<file path="config.mk">
export PLATFORM = sky130hd
export DESIGN_NAME = greedy_coin_change_flat
export DESIGN_NICKNAME = d
export VERILOG_FILES = /design/src/design/gcc_pkg.sv /design/src/design/gcc_if.sv /design/src/design/gcc_datapath.sv /design/src/design/gcc_ctrl.sv /design/src/design/greedy_coin_change.sv /design/src/flat_wrapper.sv
export SDC_FILE = /design/constraint.sdc
export NUM_CORES = 1
export LEC_CHECK = 0
export BUFFER_PORTS_ARGS = -buffer_cell sky130_fd_sc_hd__buf_2
export CAP_MARGIN = 10
export CORE_ASPECT_RATIO = 0.9
export CORE_MARGIN = 4
export CORE_UTILIZATION = 56
export DETAILED_ROUTE_END_ITERATION = 16
export GPL_TIMING_DRIVEN = 0
export HOLD_SLACK_MARGIN = 0.12
export PLACE_DENSITY = 0.79
export RECOVER_POWER = 50
export SLEW_MARGIN = 30
export SYNTH_ARGS = -nofsm -noshare
export SYNTH_HDL_FRONTEND = slang
export SYNTH_HIERARCHICAL = 1
export SYNTH_SLANG_ARGS = --single-unit
</file>
<file path="constraint.sdc">
create_clock -name i_clk -period 8.79 [get_ports i_clk]
set_clock_uncertainty 0.2 [all_clocks]
set_input_delay 1.758 -clock i_clk [delete_from_list [all_inputs] [get_ports i_clk]]
set_output_delay 1.758 -clock i_clk [all_outputs]
set_load 0.01 [all_outputs]
</file>
<file path="src/design/gcc_pkg.sv">
`default_nettype none
package gcc_pkg;

    localparam int VAL_W         = 16;
    localparam int CFG_IDX_W     = 3;
    localparam int USE_W         = 3;
    localparam int NUM_COINS_DEF = 4;
    localparam int NUM_COINS_MAX = 4;
    localparam int COIN_IDX_W    = 2;

    localparam logic [CFG_IDX_W-1:0] CFG_COINS_IN_USE = 3'd4;
    localparam logic [USE_W-1:0]     USE_RESET        = 3'd4;

    typedef struct packed {
        logic load;
        logic next;
        logic div_start;
        logic div_step;
        logic emit_coin;
        logic emit_sum;
    } t_cmd;

    typedef struct packed {
        logic rem_zero;
        logic idx_end;
        logic coin_zero;
        logic div_last;
        logic cnt_zero;
        logic out_free;
    } t_status;

endpackage
`default_nettype wire

</file>
<file path="src/design/gcc_if.sv">
`default_nettype none
interface gcc_in_if;
    logic        valid;
    logic        ready;
    logic [15:0] amount;

    modport source (output valid, output amount, input ready);
    modport sink (input valid, input amount, output ready);
endinterface

interface gcc_out_if;
    logic        valid;
    logic        ready;
    logic        is_summary;
    logic [1:0]  coin_index;
    logic [15:0] coin_value;
    logic [15:0] coin_count;
    logic [15:0] total_coins;
    logic        found;
    logic        last;

    modport source (
        output valid, output is_summary, output coin_index, output coin_value,
        output coin_count, output total_coins, output found, output last,
        input ready
    );
    modport sink (
        input valid, input is_summary, input coin_index, input coin_value,
        input coin_count, input total_coins, input found, input last,
        output ready
    );
endinterface
`default_nettype wire

</file>
<file path="src/design/gcc_datapath.sv">
`default_nettype none
module gcc_datapath #(
    parameter int NUM_COINS = gcc_pkg::NUM_COINS_DEF
) (
    input  wire                              i_clk,
    input  wire                              i_rst_n,
    input  wire                              i_cfg_we,
    input  wire  [gcc_pkg::CFG_IDX_W-1:0]    i_cfg_idx,
    input  wire  [gcc_pkg::VAL_W-1:0]        i_cfg_data,
    input  wire  [gcc_pkg::VAL_W-1:0]        i_amount,
    input  gcc_pkg::t_cmd                    i_cmd,
    output gcc_pkg::t_status                 o_status,
    gcc_out_if.source                        o_out_ch
);
    import gcc_pkg::*;

    localparam int IDX_W = (NUM_COINS > 1) ? $clog2(NUM_COINS) : 1;
    localparam int CNT_W = $clog2(VAL_W);
    localparam logic [USE_W-1:0] NC = USE_W'(NUM_COINS);

    logic [VAL_W-1:0] r_coin [NUM_COINS];
    logic [USE_W-1:0] r_use;
    logic [USE_W-1:0] r_idx;
    logic [VAL_W-1:0] r_rem;
    logic [VAL_W-1:0] r_total;
    logic [VAL_W-1:0] r_divisor;
    logic [VAL_W-1:0] r_part;
    logic [VAL_W-1:0] r_quot;
    logic [CNT_W-1:0] r_bits;

    logic             r_out_valid;
    logic             r_out_summary;
    logic [COIN_IDX_W-1:0] r_out_index;
    logic [VAL_W-1:0] r_out_value;
    logic [VAL_W-1:0] r_out_count;
    logic [VAL_W-1:0] r_out_total;
    logic             r_out_found;

    logic [USE_W-1:0] limit;
    logic [VAL_W-1:0] coin_sel;
    logic [VAL_W:0]   part_sh;
    logic             ge;
    logic [VAL_W-1:0] n_part;
    logic [VAL_W-1:0] n_quot;
    logic [VAL_W-1:0] n_total;

    assign limit    = (r_use > NC) ? NC : r_use;
    assign coin_sel = r_coin[r_idx[IDX_W-1:0]];

    // one restoring step per cycle
    always_comb begin
        part_sh = {r_part, r_quot[VAL_W-1]};
        ge      = part_sh >= {1'b0, r_divisor};
        n_part  = ge ? VAL_W'(part_sh - {1'b0, r_divisor}) : part_sh[VAL_W-1:0];
        n_quot  = {r_quot[VAL_W-2:0], ge};
        n_total = r_total + r_quot;
    end

    assign o_status.rem_zero  = (r_rem == '0);
    assign o_status.idx_end   = (r_idx >= limit);
    assign o_status.coin_zero = (coin_sel == '0);
    assign o_status.div_last  = (r_bits == '0);
    assign o_status.cnt_zero  = (r_quot == '0);
    assign o_status.out_free  = !r_out_valid || o_out_ch.ready;

    always_ff @(posedge i_clk) begin
        if (!i_rst_n) begin
            for (int k = 0; k < NUM_COINS; k++) begin
                r_coin[k] <= '0;
            end
            r_use       <= USE_RESET;
            r_out_valid <= 1'b0;
        end else begin
            if (i_cfg_we) begin
                if (i_cfg_idx < CFG_IDX_W'(NUM_COINS)) begin
                    r_coin[i_cfg_idx[IDX_W-1:0]] <= i_cfg_data;
                end else if (i_cfg_idx == CFG_COINS_IN_USE) begin
                    r_use <= i_cfg_data[USE_W-1:0];
                end
            end
            if (i_cmd.emit_coin || i_cmd.emit_sum) begin
                r_out_valid <= 1'b1;
            end else if (o_out_ch.ready) begin
                r_out_valid <= 1'b0;
            end
        end
    end

    always_ff @(posedge i_clk) begin
        if (i_cmd.load) begin
            r_rem   <= i_amount;
            r_total <= '0;
            r_idx   <= '0;
        end
        if (i_cmd.next) begin
            r_idx <= r_idx + 1'b1;
        end
        if (i_cmd.div_start) begin
            r_divisor <= coin_sel;
            r_part    <= '0;
            r_quot    <= r_rem;
            r_bits    <= CNT_W'(VAL_W - 1);
        end
        if (i_cmd.div_step) begin
            r_part <= n_part;
            r_quot <= n_quot;
            r_bits <= r_bits - 1'b1;
            if (r_bits == '0) begin
                r_rem <= n_part;
            end
        end
        if (i_cmd.emit_coin) begin
            r_total       <= n_total;
            r_out_summary <= 1'b0;
            r_out_index   <= r_idx[COIN_IDX_W-1:0];
            r_out_value   <= r_divisor;
            r_out_count   <= r_quot;
            r_out_total   <= n_total;
            r_out_found   <= 1'b0;
        end
        if (i_cmd.emit_sum) begin
            r_out_summary <= 1'b1;
            r_out_index   <= '0;
            r_out_value   <= '0;
            r_out_count   <= '0;
            r_out_total   <= r_total;
            r_out_found   <= (r_rem == '0);
        end
    end

    assign o_out_ch.valid       = r_out_valid;
    assign o_out_ch.is_summary  = r_out_summary;
    assign o_out_ch.coin_index  = r_out_index;
    assign o_out_ch.coin_value  = r_out_value;
    assign o_out_ch.coin_count  = r_out_count;
    assign o_out_ch.total_coins = r_out_total;
    assign o_out_ch.found       = r_out_found;
    assign o_out_ch.last        = r_out_summary;

endmodule
`default_nettype wire

</file>
<file path="src/design/gcc_ctrl.sv">
`default_nettype none
module gcc_ctrl (
    input  wire               i_clk,
    input  wire               i_rst_n,
    input  wire               i_in_valid,
    output logic              o_in_ready,
    input  gcc_pkg::t_status  i_status,
    output gcc_pkg::t_cmd     o_cmd
);
    import gcc_pkg::*;

    typedef enum logic [2:0] {
        S_IDLE,
        S_CHECK,
        S_DIV,
        S_EMIT,
        S_SUMMARY
    } t_state;

    t_state r_state;
    t_state n_state;

    always_comb begin
        n_state = r_state;
        o_cmd   = '0;
        case (r_state)
            S_IDLE: begin
                if (i_in_valid) begin
                    o_cmd.load = 1'b1;
                    n_state    = S_CHECK;
                end
            end
            S_CHECK: begin
                if (i_status.idx_end || i_status.rem_zero) begin
                    n_state = S_SUMMARY;
                end else if (i_status.coin_zero) begin
                    o_cmd.next = 1'b1;
                end else begin
                    o_cmd.div_start = 1'b1;
                    n_state         = S_DIV;
                end
            end
            S_DIV: begin
                o_cmd.div_step = 1'b1;
                if (i_status.div_last) begin
                    n_state = S_EMIT;
                end
            end
            S_EMIT: begin
                if (i_status.cnt_zero) begin
                    o_cmd.next = 1'b1;
                    n_state    = S_CHECK;
                end else if (i_status.out_free) begin
                    o_cmd.emit_coin = 1'b1;
                    o_cmd.next      = 1'b1;
                    n_state         = S_CHECK;
                end
            end
            S_SUMMARY: begin
                if (i_status.out_free) begin
                    o_cmd.emit_sum = 1'b1;
                    n_state        = S_IDLE;
                end
            end
            default: begin
                n_state = S_IDLE;
            end
        endcase
    end

    assign o_in_ready = (r_state == S_IDLE);

    always_ff @(posedge i_clk) begin
        if (!i_rst_n) begin
            r_state <= S_IDLE;
        end else begin
            r_state <= n_state;
        end
    end

endmodule
`default_nettype wire

</file>
<file path="src/design/greedy_coin_change.sv">
`default_nettype none
// Greedy coin change: an accepted amount is split over the configured coin values,
// in coin index order, giving one beat per coin with a nonzero count and then a summary
// beat (last = 1) with the total coin count and whether the amount was paid exactly. One
// amount is in work at a time. Each examined nonzero coin passes a check step, the shared
// restoring divider (one quotient bit per cycle) and an emit step that waits while the
// output register still holds a beat not yet taken; a zero coin is skipped in the check
// step. Result beats sit in an output register. The user must write coin values and
// coins_in_use only while idle; the block itself does not enforce this.
module greedy_coin_change #(
    parameter int NUM_COINS = gcc_pkg::NUM_COINS_DEF
) (
    input  wire                            i_clk,
    input  wire                            i_rst_n,
    input  wire                            i_cfg_we,
    input  wire  [gcc_pkg::CFG_IDX_W-1:0]  i_cfg_idx,
    input  wire  [gcc_pkg::VAL_W-1:0]      i_cfg_data,
    gcc_in_if.sink                         i_in_ch,
    gcc_out_if.source                      o_out_ch
);
    import gcc_pkg::*;

    t_cmd    cmd;
    t_status status;

    gcc_ctrl u_ctrl (
        .i_clk      (i_clk),
        .i_rst_n    (i_rst_n),
        .i_in_valid (i_in_ch.valid),
        .o_in_ready (i_in_ch.ready),
        .i_status   (status),
        .o_cmd      (cmd)
    );

    gcc_datapath #(
        .NUM_COINS (NUM_COINS)
    ) u_datapath (
        .i_clk      (i_clk),
        .i_rst_n    (i_rst_n),
        .i_cfg_we   (i_cfg_we),
        .i_cfg_idx  (i_cfg_idx),
        .i_cfg_data (i_cfg_data),
        .i_amount   (i_in_ch.amount),
        .i_cmd      (cmd),
        .o_status   (status),
        .o_out_ch   (o_out_ch)
    );

    a_cmd_onehot: assert property (@(posedge i_clk) disable iff (!i_rst_n)
        $onehot0({cmd.load, cmd.div_start, cmd.div_step, cmd.emit_coin, cmd.emit_sum}))
        else $error("more than one datapath command");

    a_busy_after_accept: assert property (@(posedge i_clk) disable iff (!i_rst_n)
        i_in_ch.valid && i_in_ch.ready |=> !i_in_ch.ready)
        else $error("ready while an amount is in work");

    a_div_guard: assert property (@(posedge i_clk) disable iff (!i_rst_n)
        cmd.div_start |-> !status.coin_zero && !status.rem_zero && !status.idx_end)
        else $error("division started on a skipped coin");

    a_emit_guard: assert property (@(posedge i_clk) disable iff (!i_rst_n)
        cmd.emit_coin || cmd.emit_sum |-> status.out_free)
        else $error("beat written over a pending beat");

endmodule
`default_nettype wire
</file>
<file path="src/flat_wrapper.sv">
// flat-port wrapper written by rule: the top's interface ports become plain ports
module greedy_coin_change_flat import gcc_pkg::*;
#(
    parameter int NUM_COINS = gcc_pkg::NUM_COINS_DEF
)
  (i_clk, i_rst_n, i_cfg_we, i_cfg_idx, i_cfg_data, i_in_ch_valid, i_in_ch_amount, i_in_ch_ready, o_out_ch_valid, o_out_ch_is_summary, o_out_ch_coin_index, o_out_ch_coin_value, o_out_ch_coin_count, o_out_ch_total_coins, o_out_ch_found, o_out_ch_last, o_out_ch_ready);
  gcc_in_if i_in_ch_i ();
  gcc_out_if o_out_ch_i ();
  input  wire i_clk;
  input  wire i_rst_n;
  input  wire i_cfg_we;
  input  wire  [gcc_pkg::CFG_IDX_W-1:0] i_cfg_idx;
  input  wire  [gcc_pkg::VAL_W-1:0] i_cfg_data;
  input wire logic [$bits(i_in_ch_i.valid)-1:0] i_in_ch_valid;
  input wire logic [$bits(i_in_ch_i.amount)-1:0] i_in_ch_amount;
  output wire logic [$bits(i_in_ch_i.ready)-1:0] i_in_ch_ready;
  output wire logic [$bits(o_out_ch_i.valid)-1:0] o_out_ch_valid;
  output wire logic [$bits(o_out_ch_i.is_summary)-1:0] o_out_ch_is_summary;
  output wire logic [$bits(o_out_ch_i.coin_index)-1:0] o_out_ch_coin_index;
  output wire logic [$bits(o_out_ch_i.coin_value)-1:0] o_out_ch_coin_value;
  output wire logic [$bits(o_out_ch_i.coin_count)-1:0] o_out_ch_coin_count;
  output wire logic [$bits(o_out_ch_i.total_coins)-1:0] o_out_ch_total_coins;
  output wire logic [$bits(o_out_ch_i.found)-1:0] o_out_ch_found;
  output wire logic [$bits(o_out_ch_i.last)-1:0] o_out_ch_last;
  input wire logic [$bits(o_out_ch_i.ready)-1:0] o_out_ch_ready;
  assign i_in_ch_i.valid = i_in_ch_valid;
  assign i_in_ch_i.amount = i_in_ch_amount;
  assign i_in_ch_ready = i_in_ch_i.ready;
  assign o_out_ch_valid = o_out_ch_i.valid;
  assign o_out_ch_is_summary = o_out_ch_i.is_summary;
  assign o_out_ch_coin_index = o_out_ch_i.coin_index;
  assign o_out_ch_coin_value = o_out_ch_i.coin_value;
  assign o_out_ch_coin_count = o_out_ch_i.coin_count;
  assign o_out_ch_total_coins = o_out_ch_i.total_coins;
  assign o_out_ch_found = o_out_ch_i.found;
  assign o_out_ch_last = o_out_ch_i.last;
  assign o_out_ch_i.ready = o_out_ch_ready;
  greedy_coin_change #(.NUM_COINS(NUM_COINS)) u_core (.i_clk(i_clk), .i_rst_n(i_rst_n), .i_cfg_we(i_cfg_we), .i_cfg_idx(i_cfg_idx), .i_cfg_data(i_cfg_data), .i_in_ch(i_in_ch_i), .o_out_ch(o_out_ch_i));
endmodule
</file>
==> results of run 1 <==
kinds of logic after synthesis:
family,Yosys count,synth area share
adders and majority gates,38,0.0471
and+or+nand+nor,296,0.133
DFF,212,0.554
buffers and inverters,102,0.0425
muxes,90,0.109
AOI/OAI and AO/OA,147,0.0894
xor gates and xnor gates,30,0.0253
synth_stat cells (4+ instances only):
master	instances
o21a_1	5
nor2_1	133
buf_2	5
nor2b_1	16
nor3_1	7
and2_1	9
xnor2_1	13
clkbuf_1	29
buf_1	7
and3_1	6
nor4_1	18
mux2i_1	53
mux4_2	16
dfxtp_1	60
nand2_1	65
a21oi_1	41
ha_1	36
xor2_1	17
a211o_1	5
inv_1	55
a21o_1	11
edfxtp_1	152
a211oi_1	13
nand3_1	5
nand2b_1	11
o31ai_1	4
o21ai_0	40
mux2_2	20
and4_1	5
registers in the layout, indices dropped and copies added, names as in the netlist, named ones only:
name	count
u_core/u_datapath/o_out_ch.coin_value	16
u_core/u_datapath/r_use	3
u_core/u_datapath/r_bits	4
u_core/u_datapath/o_out_ch.coin_index	2
u_core/u_datapath/r_total	16
u_core/u_datapath/r_divisor	16
u_core/u_datapath/o_out_ch.valid	1
u_core/u_datapath/r_coin	64
u_core/u_datapath/o_out_ch.total_coins	16
u_core/u_datapath/o_out_ch.found	1
u_core/u_ctrl/r_state	3
u_core/u_datapath/r_rem	16
u_core/u_datapath/o_out_ch.is_summary	1
u_core/u_datapath/r_idx	3
u_core/u_datapath/o_out_ch.coin_count	16
u_core/u_datapath/r_part	16
u_core/u_datapath/r_quot	16
critical path, stage by stage (launching register included):
cell and delay (ps):
dfxtp_1 300, clkbuf_1 460, clkbuf_1 700, mux4_2 400
nor4_1 70, and4_1 230, nor4b_1 940, or2_2 860
routing by layer:
| metal | part of all wire | vias up | wire [µm] | track usage |
|---|---|---|---|---|
| met5 | 0 | - | 0 | 0 |
| met4 | 0.029 | 0 | 701 | 0.0714 |
| met3 | 0.072 | 52 | 1750 | 0.0378 |
| met2 | 0.48 | 308 | 11600 | 0.389 |
| met1 | 0.42 | 3628 | 10100 | 0.318 |
| li1 | - | 3544 | - | - |
stage by stage:
step / util / hold slack [ps]
after floorplan: - / 252
after global placement: 0.609 / 266
after CTS: 0.652 / 291
after global routing: 0.643 / 322
after detailed placement: 0.614 / 275
final: 0.643 / 293
where the power goes:
part	internal (mW)	switching, mW	total, mW	leakage [nW]
combinational	0.791	1.18	1.97	2.25
sequential	1.48	0.211	1.69	1.94
clock	0.512	0.384	0.897	0.339
total	2.78	1.77	4.55	4.53
worst paths after layout:
| kind | from | endpoint | slack (ps) |
|---|---|---|---|
| worst max-delay path | flop | u_core/u_datapath/r_part[9] | 4220 |
| worst max register to register | flop | u_core/u_datapath/r_part[9] | 4220 |
| worst min register to register | u_core/u_datapath/o_out_ch.coin_count[11] | u_core/u_datapath/o_out_ch.coin_count[11] | 290 |
| worst min-delay path | u_core/u_datapath/o_out_ch.coin_count[11] | u_core/u_datapath/o_out_ch.coin_count[11] | 290 |
cell type report:
| type | count | area share |
|---|---|---|
| clock inverters | 11 | 0.00902 |
| repair buffers | 100 | 0.0360 |
| inverters | 55 | 0.0175 |
| plain buffers | 47 | 0.0168 |
| flip-flops and latches | 212 | 0.489 |
| multi-input cells | 601 | 0.355 |
| clock buffers | 29 | 0.0506 |
| well taps | 245 | 0.0260 |
==> flow_summary.json, run 1 <==
{
  "row_count": 47,
  "grt_pass1_wl_um": 38200,
  "initial_core_util": 0.567,
  "postSynthCellCount": 915,
  "crit_type": "reg -> reg",
  "drive_above_1_share": 0.114,
  "hold_viol_final": 0,
  "ys_top_cells_by_area": "edfxtp_1 44%, dfxtp_1 12%, mux2i_1 5.1%",
  "synthesis.nets": 993,
  "rsz0062_at_grt": "false",
  "nFillCells": 1446,
  "critPathArrivalTime_ps": 4500,
  "fin_ws_ps": 4220,
  "clkLatencyLatePin_ps": 520,
  "mappedNetlistArea_um2": 10400,
  "grt_pass1_vias": 7256,
  "detail-route-antenna-nets": 0,
  "num-nets-final": 1117,
  "layout_common_cells": "152 x edfxtp_1, 133 x nor2_1, 101 x clkbuf_1",
  "diodes": 0,
  "synth_top_area_cell": "edfxtp_1",
  "core_um2": 18300,
  "cts.clk_slew.worst_paths_ps": 60,
  "numCtsBuffers": 22,
  "fmax_mhz": 219,
  "holdPathStages": 2,
  "status": "finished clean",
  "synth-seq-cells": 212,
  "routed_wl_um": 24200,
  "clock-sinks": 212,
  "yosysTopAreaCellShare": 0.439,
  "cts-root-buf": "clkbuf_16",
  "async_flop_share": 0,
  "grt_max_degree": 37,
  "required_ps": 8720,
  "dr_total_vias": 7532,
  "startpoint_type": "flop",
  "track_usage": 0.234,
  "end_kind": "flop",
  "fin_setup_tns_ps": 0,
  "io_pins": 95,
  "wl_per_cell_um": 18.6,
  "period_share": 0.520,
  "post-route-cell-area_um2": 11800,
  "mostFrequentLayoutCell": "edfxtp_1",
  "post_cts_resized": 0,
  "regArea_um2": 5770,
  "p_leak_nw": 4.53,
  "reg2regPathDepth": 7,
  "synth_ff_type": "edfxtp_1",
  "cap_violations": 0,
  "p_total_mw": 4.55,
  "synth_enable_flop_cells": 152,
  "ir_worst_vdd_mv": 0.185,
  "drtIter0Drc": 588,
  "grt-ovfl-total": 0,
  "power_density_nw_per_um2": 386,
  "drv_slew": 0,
  "cts_buffer_depth": 3,
  "postCtsSetupBuffers": 0,
  "portBuffers": 94,
  "period_minus_slack_ps": 4570,
  "die_area_um2": 20800,
  "hp-class": "reg -> reg",
  "cts_hold_buffers": 0,
  "antenna_found_initial": 0,
  "worstMarginPinSlew_ps": 1170,
  "dp.cells": 1260,
  "gp_congestion": 0.905,
  "slew_headroom": 0.213,
  "avgSynthCellArea_um2": 11.4,
  "dp_slack_ps": 4260,
  "dieWidth_um": 152,
  "viasPerCell": 5.79,
  "finalSetupViolCount": 0,
  "fin_cells": 1300,
  "synth_seq_area_share": 0.554,
  "drc": 0,
  "cts_tree": "yes",
  "place_hpwl_um": 17500,
  "ys_warn_count": 6,
  "synthDistinctLibCells": 64,
  "htree_levels": 1,
  "multiInputGateArea_um2": 4190,
  "area_growth_syn_to_layout_pct": 13.4,
  "placed_area_um2": 11300,
  "dr.pass1.iters": 5,
  "crit_fanout": 36,
  "die_y_um": 137
}
No activity file was read; power rests on OpenSTA's default activity.
==> inputs of run 2 (changes only) <==
- clock period: 8.79 -> 4.48 ns (I/O delays scaled with it)
==> flow_summary.json, run 2 (same netlist as run 1, synthesis figures left out) <==
{
  "status": "finished clean",
  "finalSetupViolCount": 0,
  "dr.pass1.iters": 5,
  "clock-sinks": 212,
  "postCtsSetupBuffers": 0,
  "period_minus_slack_ps": 3920,
  "initial_core_util": 0.567,
  "cts_tree": "yes",
  "numCtsBuffers": 23,
  "cts_buffer_depth": 3,
  "worstMarginPinSlew_ps": 1220,
  "p_total_mw": 9.08,
  "mostFrequentLayoutCell": "edfxtp_1",
  "gp_congestion": 0.896,
  "grt_max_degree": 37,
  "cap_violations": 0,
  "grt_pass1_vias": 7017,
  "intPower_mw": 5.59,
  "io_pins": 95,
  "detail-route-antenna-nets": 0,
  "dr_total_vias": 7425,
  "holdWs_ps": 296,
  "placed_area_um2": 11300,
  "wl_per_cell_um": 18.4,
  "slew_headroom": 0.179,
  "core_um2": 18300,
  "die_y_um": 137,
  "p_leak_nw": 4.58,
  "power.switching_mw": 3.49,
  "nFillCells": 1428,
  "drv_slew": 0,
  "dp_slack_ps": 765,
  "ir_worst_vdd_mv": 0.364,
  "required_ps": 4410,
  "hold_viol_final": 0,
  "cts_hold_buffers": 0,
  "clkLatencyLatePin_ps": 520,
  "period_share": 0.874,
  "portBuffers": 94,
  "multiInputGateArea_um2": 4210,
  "post-route-cell-area_um2": 11900,
  "fin_ws_ps": 563,
  "cts.clk_slew.worst_paths_ps": 60,
  "end_kind": "flop",
  "cts-root-buf": "clkbuf_16",
  "fmax_mhz": 255,
  "grt_pass1_wl_um": 37500,
  "drc": 0,
  "swShare": 0.384,
  "dieWidth_um": 152,
  "crit_type": "reg -> reg",
  "power_density_nw_per_um2": 765,
  "drive_above_1_share": 0.121,
  "startpoint_type": "flop",
  "crit_fanout": 36,
  "p_clk_frac": 0.201,
  "routed_wl_um": 24000,
  "post_cts_resized": 0,
  "row_count": 47,
  "rsz0062_at_grt": "false",
  "htree_levels": 1,
  "regArea_um2": 5770,
  "final_util": 0.647,
  "num-nets-final": 1117,
  "layout_common_cells": "152 x edfxtp_1, 133 x nor2_1, 101 x clkbuf_1",
  "diodes": 0,
  "regMostFlops": "u_core/u_datapath/r_coin",
  "critPathArrivalTime_ps": 3850,
  "track_usage": 0.230,
  "place_hpwl_um": 17600,
  "antenna_found_initial": 0,
  "largest_register_ff_count": 64,
  "die_area_um2": 20800,
  "viasPerCell": 5.71,
  "area_growth_syn_to_layout_pct": 14.2,
  "drtIter0Drc": 592,
  "power_frac_seq": 0.366,
  "grt-ovfl-total": 0,
  "pwr-share-comb": 0.434,
  "hp-class": "reg -> reg"
}
[run 2: changes by cell type in the layout (fill, tap and decap cells not counted), sizes merged]
cell | before | now
buf | 50 | 52
clkbuf | 126 | 128
clkinv | 9 | 6
clkinvlp | 1 | 0
inv | 55 | 56
[run 2: final cells by class]
| cell class | count | area share |
|---|---|---|
| buffer | 47 | 0.0196 |
| clock buffer | 34 | 0.0545 |
| clock inverter | 8 | 0.00737 |
| inverter | 55 | 0.0174 |
| multi-input combinational | 601 | 0.355 |
| sequential | 212 | 0.485 |
| tap | 245 | 0.0258 |
| timing repair buffer | 99 | 0.0354 |
[run 2: critical path, stage by stage, from the launching register on]
cell and delay [ps]:
dfxtp_1 310, clkbuf_1 460, buf_2 450, mux4_2 600, nor4_1 350, and4_1 370
nor4b_4 110, or2_2 650
[run 2: power groups by stage]
stage                     Clock, mW  Sequential (mW)  Combinational (mW)
final                          1.82             3.32                3.94
after global routing           1.94             3.37                4.35
after CTS                      1.85             3.31                3.97
after detailed placement          0             3.34                3.94
after global placement            0             3.32                3.85
after floorplan                   0             3.26                2.88
[run 2: path summary, 6_finish.rpt]
check,slack (ps),cells past startpoint,startpoint,end
max,560,7,flop,u_core/u_datapath/r_part[8]
max reg2reg,560,7,flop,u_core/u_datapath/r_part[8]
min reg2reg,300,2,u_core/u_datapath/o_out_ch.coin_count[10],u_core/u_datapath/o_out_ch.coin_count[10]
min,300,2,u_core/u_datapath/o_out_ch.coin_count[10],u_core/u_datapath/o_out_ch.coin_count[10]
[run 2: routing by layer]
metal / share of wire / GRT usage / wire length [µm]
met3: 0.066 / 0.0362 / 1590
met5: 0 / 0 / 0
met2: 0.49 / 0.385 / 11700
met4: 0.017 / 0.0459 / 398
met1: 0.43 / 0.323 / 10300
[run 2: stage by stage]
stage / cells / setup TNS (ps)
final: 1301 / 0
after floorplan: 915 / 0
after CTS: 1301 / 0
after global routing: 1301 / 0
after global placement: 1254 / -3190
after detailed placement: 1259 / 0
==> inputs of run 3 (changes only) <==
- ABC_AREA: default -> 1
==> flow_summary.json, run 3 <==
{
  "status": "finished clean",
  "power_density_nw_per_um2": 792,
  "cts_tree": "yes",
  "period_minus_slack_ps": 3810,
  "dr.pass1.iters": 6,
  "slowest_delay_ps": 840,
  "fin_cells": 1680,
  "regMostFlops": "u_core/u_datapath/r_coin",
  "synth_enable_flop_cells": 152,
  "crit_type": "reg -> reg",
  "drive_above_1_share": 0.0713,
  "final_util": 0.644,
  "ir_worst_vdd_mv": 0.360,
  "gp_congestion": 0.901,
  "drc": 0,
  "num-nets-final": 1492,
  "slew_headroom": 0.393,
  "cp_top_family": "simple AND/OR/NAND/NOR gates",
  "worstMarginPinSlew_ps": 911,
  "startpoint_type": "flop",
  "fmax_mhz": 262,
  "use_met1": 0.330,
  "numCtsBuffers": 23,
  "hold_viol_final": 0,
  "grt_max_degree": 37,
  "p_clk_frac": 0.187,
  "grtUsageMet3": 0.0507,
  "synthesis.nets": 1371,
  "mappedNetlistArea_um2": 10900,
  "place_hpwl_um": 20500,
  "yosysMostFrequentCell": "nand2_1",
  "area_growth_syn_to_layout_pct": 13.1,
  "synth_top_area_cell": "edfxtp_1",
  "initial_core_util": 0.570,
  "yosysTopAreaCellShare": 0.418,
  "routed_wl_um": 27200,
  "async_flop_share": 0,
  "post_cts_resized": 0,
  "synthDistinctLibCells": 44,
  "synth_seq_area_share": 0.528,
  "reg2regPathDepth": 9,
  "wl_per_cell_um": 16.2,
  "synth_ff_type": "edfxtp_1",
  "dp.cells": 1639,
  "avgSynthCellArea_um2": 8.44,
  "required_ps": 4410,
  "clock-sinks": 212,
  "grt_pass1_wl_um": 43400,
  "post-route-cell-area_um2": 12300,
  "synth-seq-cells": 212,
  "finalSetupViolCount": 0,
  "mostFrequentLayoutCell": "nand2_1",
  "io_pins": 95,
  "pwr-share-comb": 0.465,
  "drv_slew": 0,
  "nFillCells": 1620,
  "grt_pass1_vias": 8616,
  "die_area_um2": 21800,
  "critPathArrivalTime_ps": 3740,
  "clkLatencyLatePin_ps": 510,
  "hp-class": "reg -> reg",
  "track_usage": 0.246,
  "cap_violations": 0,
  "cts_hold_buffers": 0,
  "htree_levels": 1,
  "postSynthCellCount": 1293,
  "crit_path_top_delay_cell": "or2_2",
  "layout_common_cells": "296 x nand2_1, 169 x inv_1, 167 x nor2_1",
  "holdPathStages": 2,
  "p_leak_nw": 5.43,
  "cts_buffer_depth": 3,
  "ys_warn_count": 6,
  "cts.clk_slew.worst_paths_ps": 60,
  "swShare": 0.431,
  "core_um2": 19200,
  "dp_slack_ps": 827,
  "diodes": 0,
  "grt-ovfl-total": 0,
  "synthTopCellsByCount": "295 x nand2_1, 167 x nor2_1, 166 x inv_1",
  "cpMostUsedCell": "clkbuf_1",
  "detail-route-antenna-nets": 0,
  "path_cells": "clkbuf_1 -> clkbuf_1 -> a21oi_1 -> o21ai_0 -> nand2_1 -> nand4_1 -> nor3b_1 -> nor2_2 -> or2_2",
  "drtIter0Drc": 746,
  "grt_busiest_layer": "met2",
  "intPower_mw": 5.56,
  "p_total_mw": 9.77,
  "fin_ws_ps": 668,
  "power.switching_mw": 4.21,
  "holdWs_ps": 260,
  "dieWidth_um": 155,
  "use_met2": 0.404,
  "power_frac_seq": 0.348,
  "ys_top_cells_by_area": "edfxtp_1 42%, dfxtp_1 11%, nand2_1 10%",
  "largest_register_ff_count": 64,
  "crit_buf_inv": 2,
  "die_y_um": 140,
  "fin_setup_tns_ps": 0,
  "placed_area_um2": 11700,
  "path_depth": 9,
  "dr_total_vias": 9164,
  "period_share": 0.851,
  "postCtsSetupBuffers": 0,
  "row_count": 48,
  "antenna_found_initial": 0,
  "portBuffers": 94,
  "crit_fanout": 36,
  "rsz0062_at_grt": "false",
  "cts-root-buf": "clkbuf_16",
  "min-delay-start": "u_core/u_datapath/r_use[1]",
  "viasPerCell": 5.45,
  "end_kind": "flop"
}
run 3: changes by cell type in the layout (fill, tap and decap cells not counted), sizes merged, moves of 25 or more:
cell / previous run / this run
nand3: 5 / 78
a21oi: 42 / 67
nor2: 133 / 173
o21ai: 42 / 105
inv: 56 / 173
mux2i: 53 / 0
nand2: 65 / 305
run 3: per-layer routing:
layer | up-vias | wire, µm
li1 | 4501 | -
met4 | 0 | 849
met2 | 377 | 12700
met1 | 4222 | 11200
met3 | 64 | 2460
met5 | - | 0
run 3: worst paths after layout:
path / to / slack, ps
setup / recovery: u_core/u_datapath/r_part[13] / 670
hold / removal: u_core/u_datapath/r_use[1] / 260
setup reg to reg: u_core/u_datapath/r_part[13] / 670
hold reg to reg: u_core/u_datapath/r_use[1] / 260
run 3: kinds of logic (layout without fill, tap and decap cells):
| logic type | after synthesis | after routing | synth area share |
|---|---|---|---|
| compound gates | 186 | 186 | 0.0894 |
| xor+xnor | 17 | 17 | 0.0136 |
| fa+ha+maj | 38 | 38 | 0.0449 |
| buf+inv | 221 | 358 | 0.0787 |
| flops | 212 | 212 | 0.528 |
| simple gates | 619 | 619 | 0.245 |
run 3: power groups by stage:
stage | combinational (mW) | sequential [mW] | clock [mW]
after floorplan | 3.22 | 3.39 | 0
after global placement | 4.37 | 3.40 | 0
after detailed placement | 4.53 | 3.42 | 0
after CTS | 4.57 | 3.39 | 1.86
after global routing | 5.10 | 3.45 | 1.95
final | 4.54 | 3.40 | 1.83
run 3: cell type report:
type	instances	area, µm²	area share
clock buffer	29	608	0.0493
clock inverter	12	123	0.00993
buffer	46	200	0.0162
timing repair buffer	96	407	0.0329
inverter	175	657	0.0532
multi-input combinational	860	4270	0.346
tap	250	313	0.0253
sequential	212	5770	0.467
run 3: worst register-to-register path: cells and delay by family (launching register included):
kind / cells / cell delay [ps]
flip-flops: 1 / 360
AO/OA/AOI/OAI: 2 / 210
buffers and inverters: 2 / 800
AND/OR/NAND/NOR: 5 / 1860
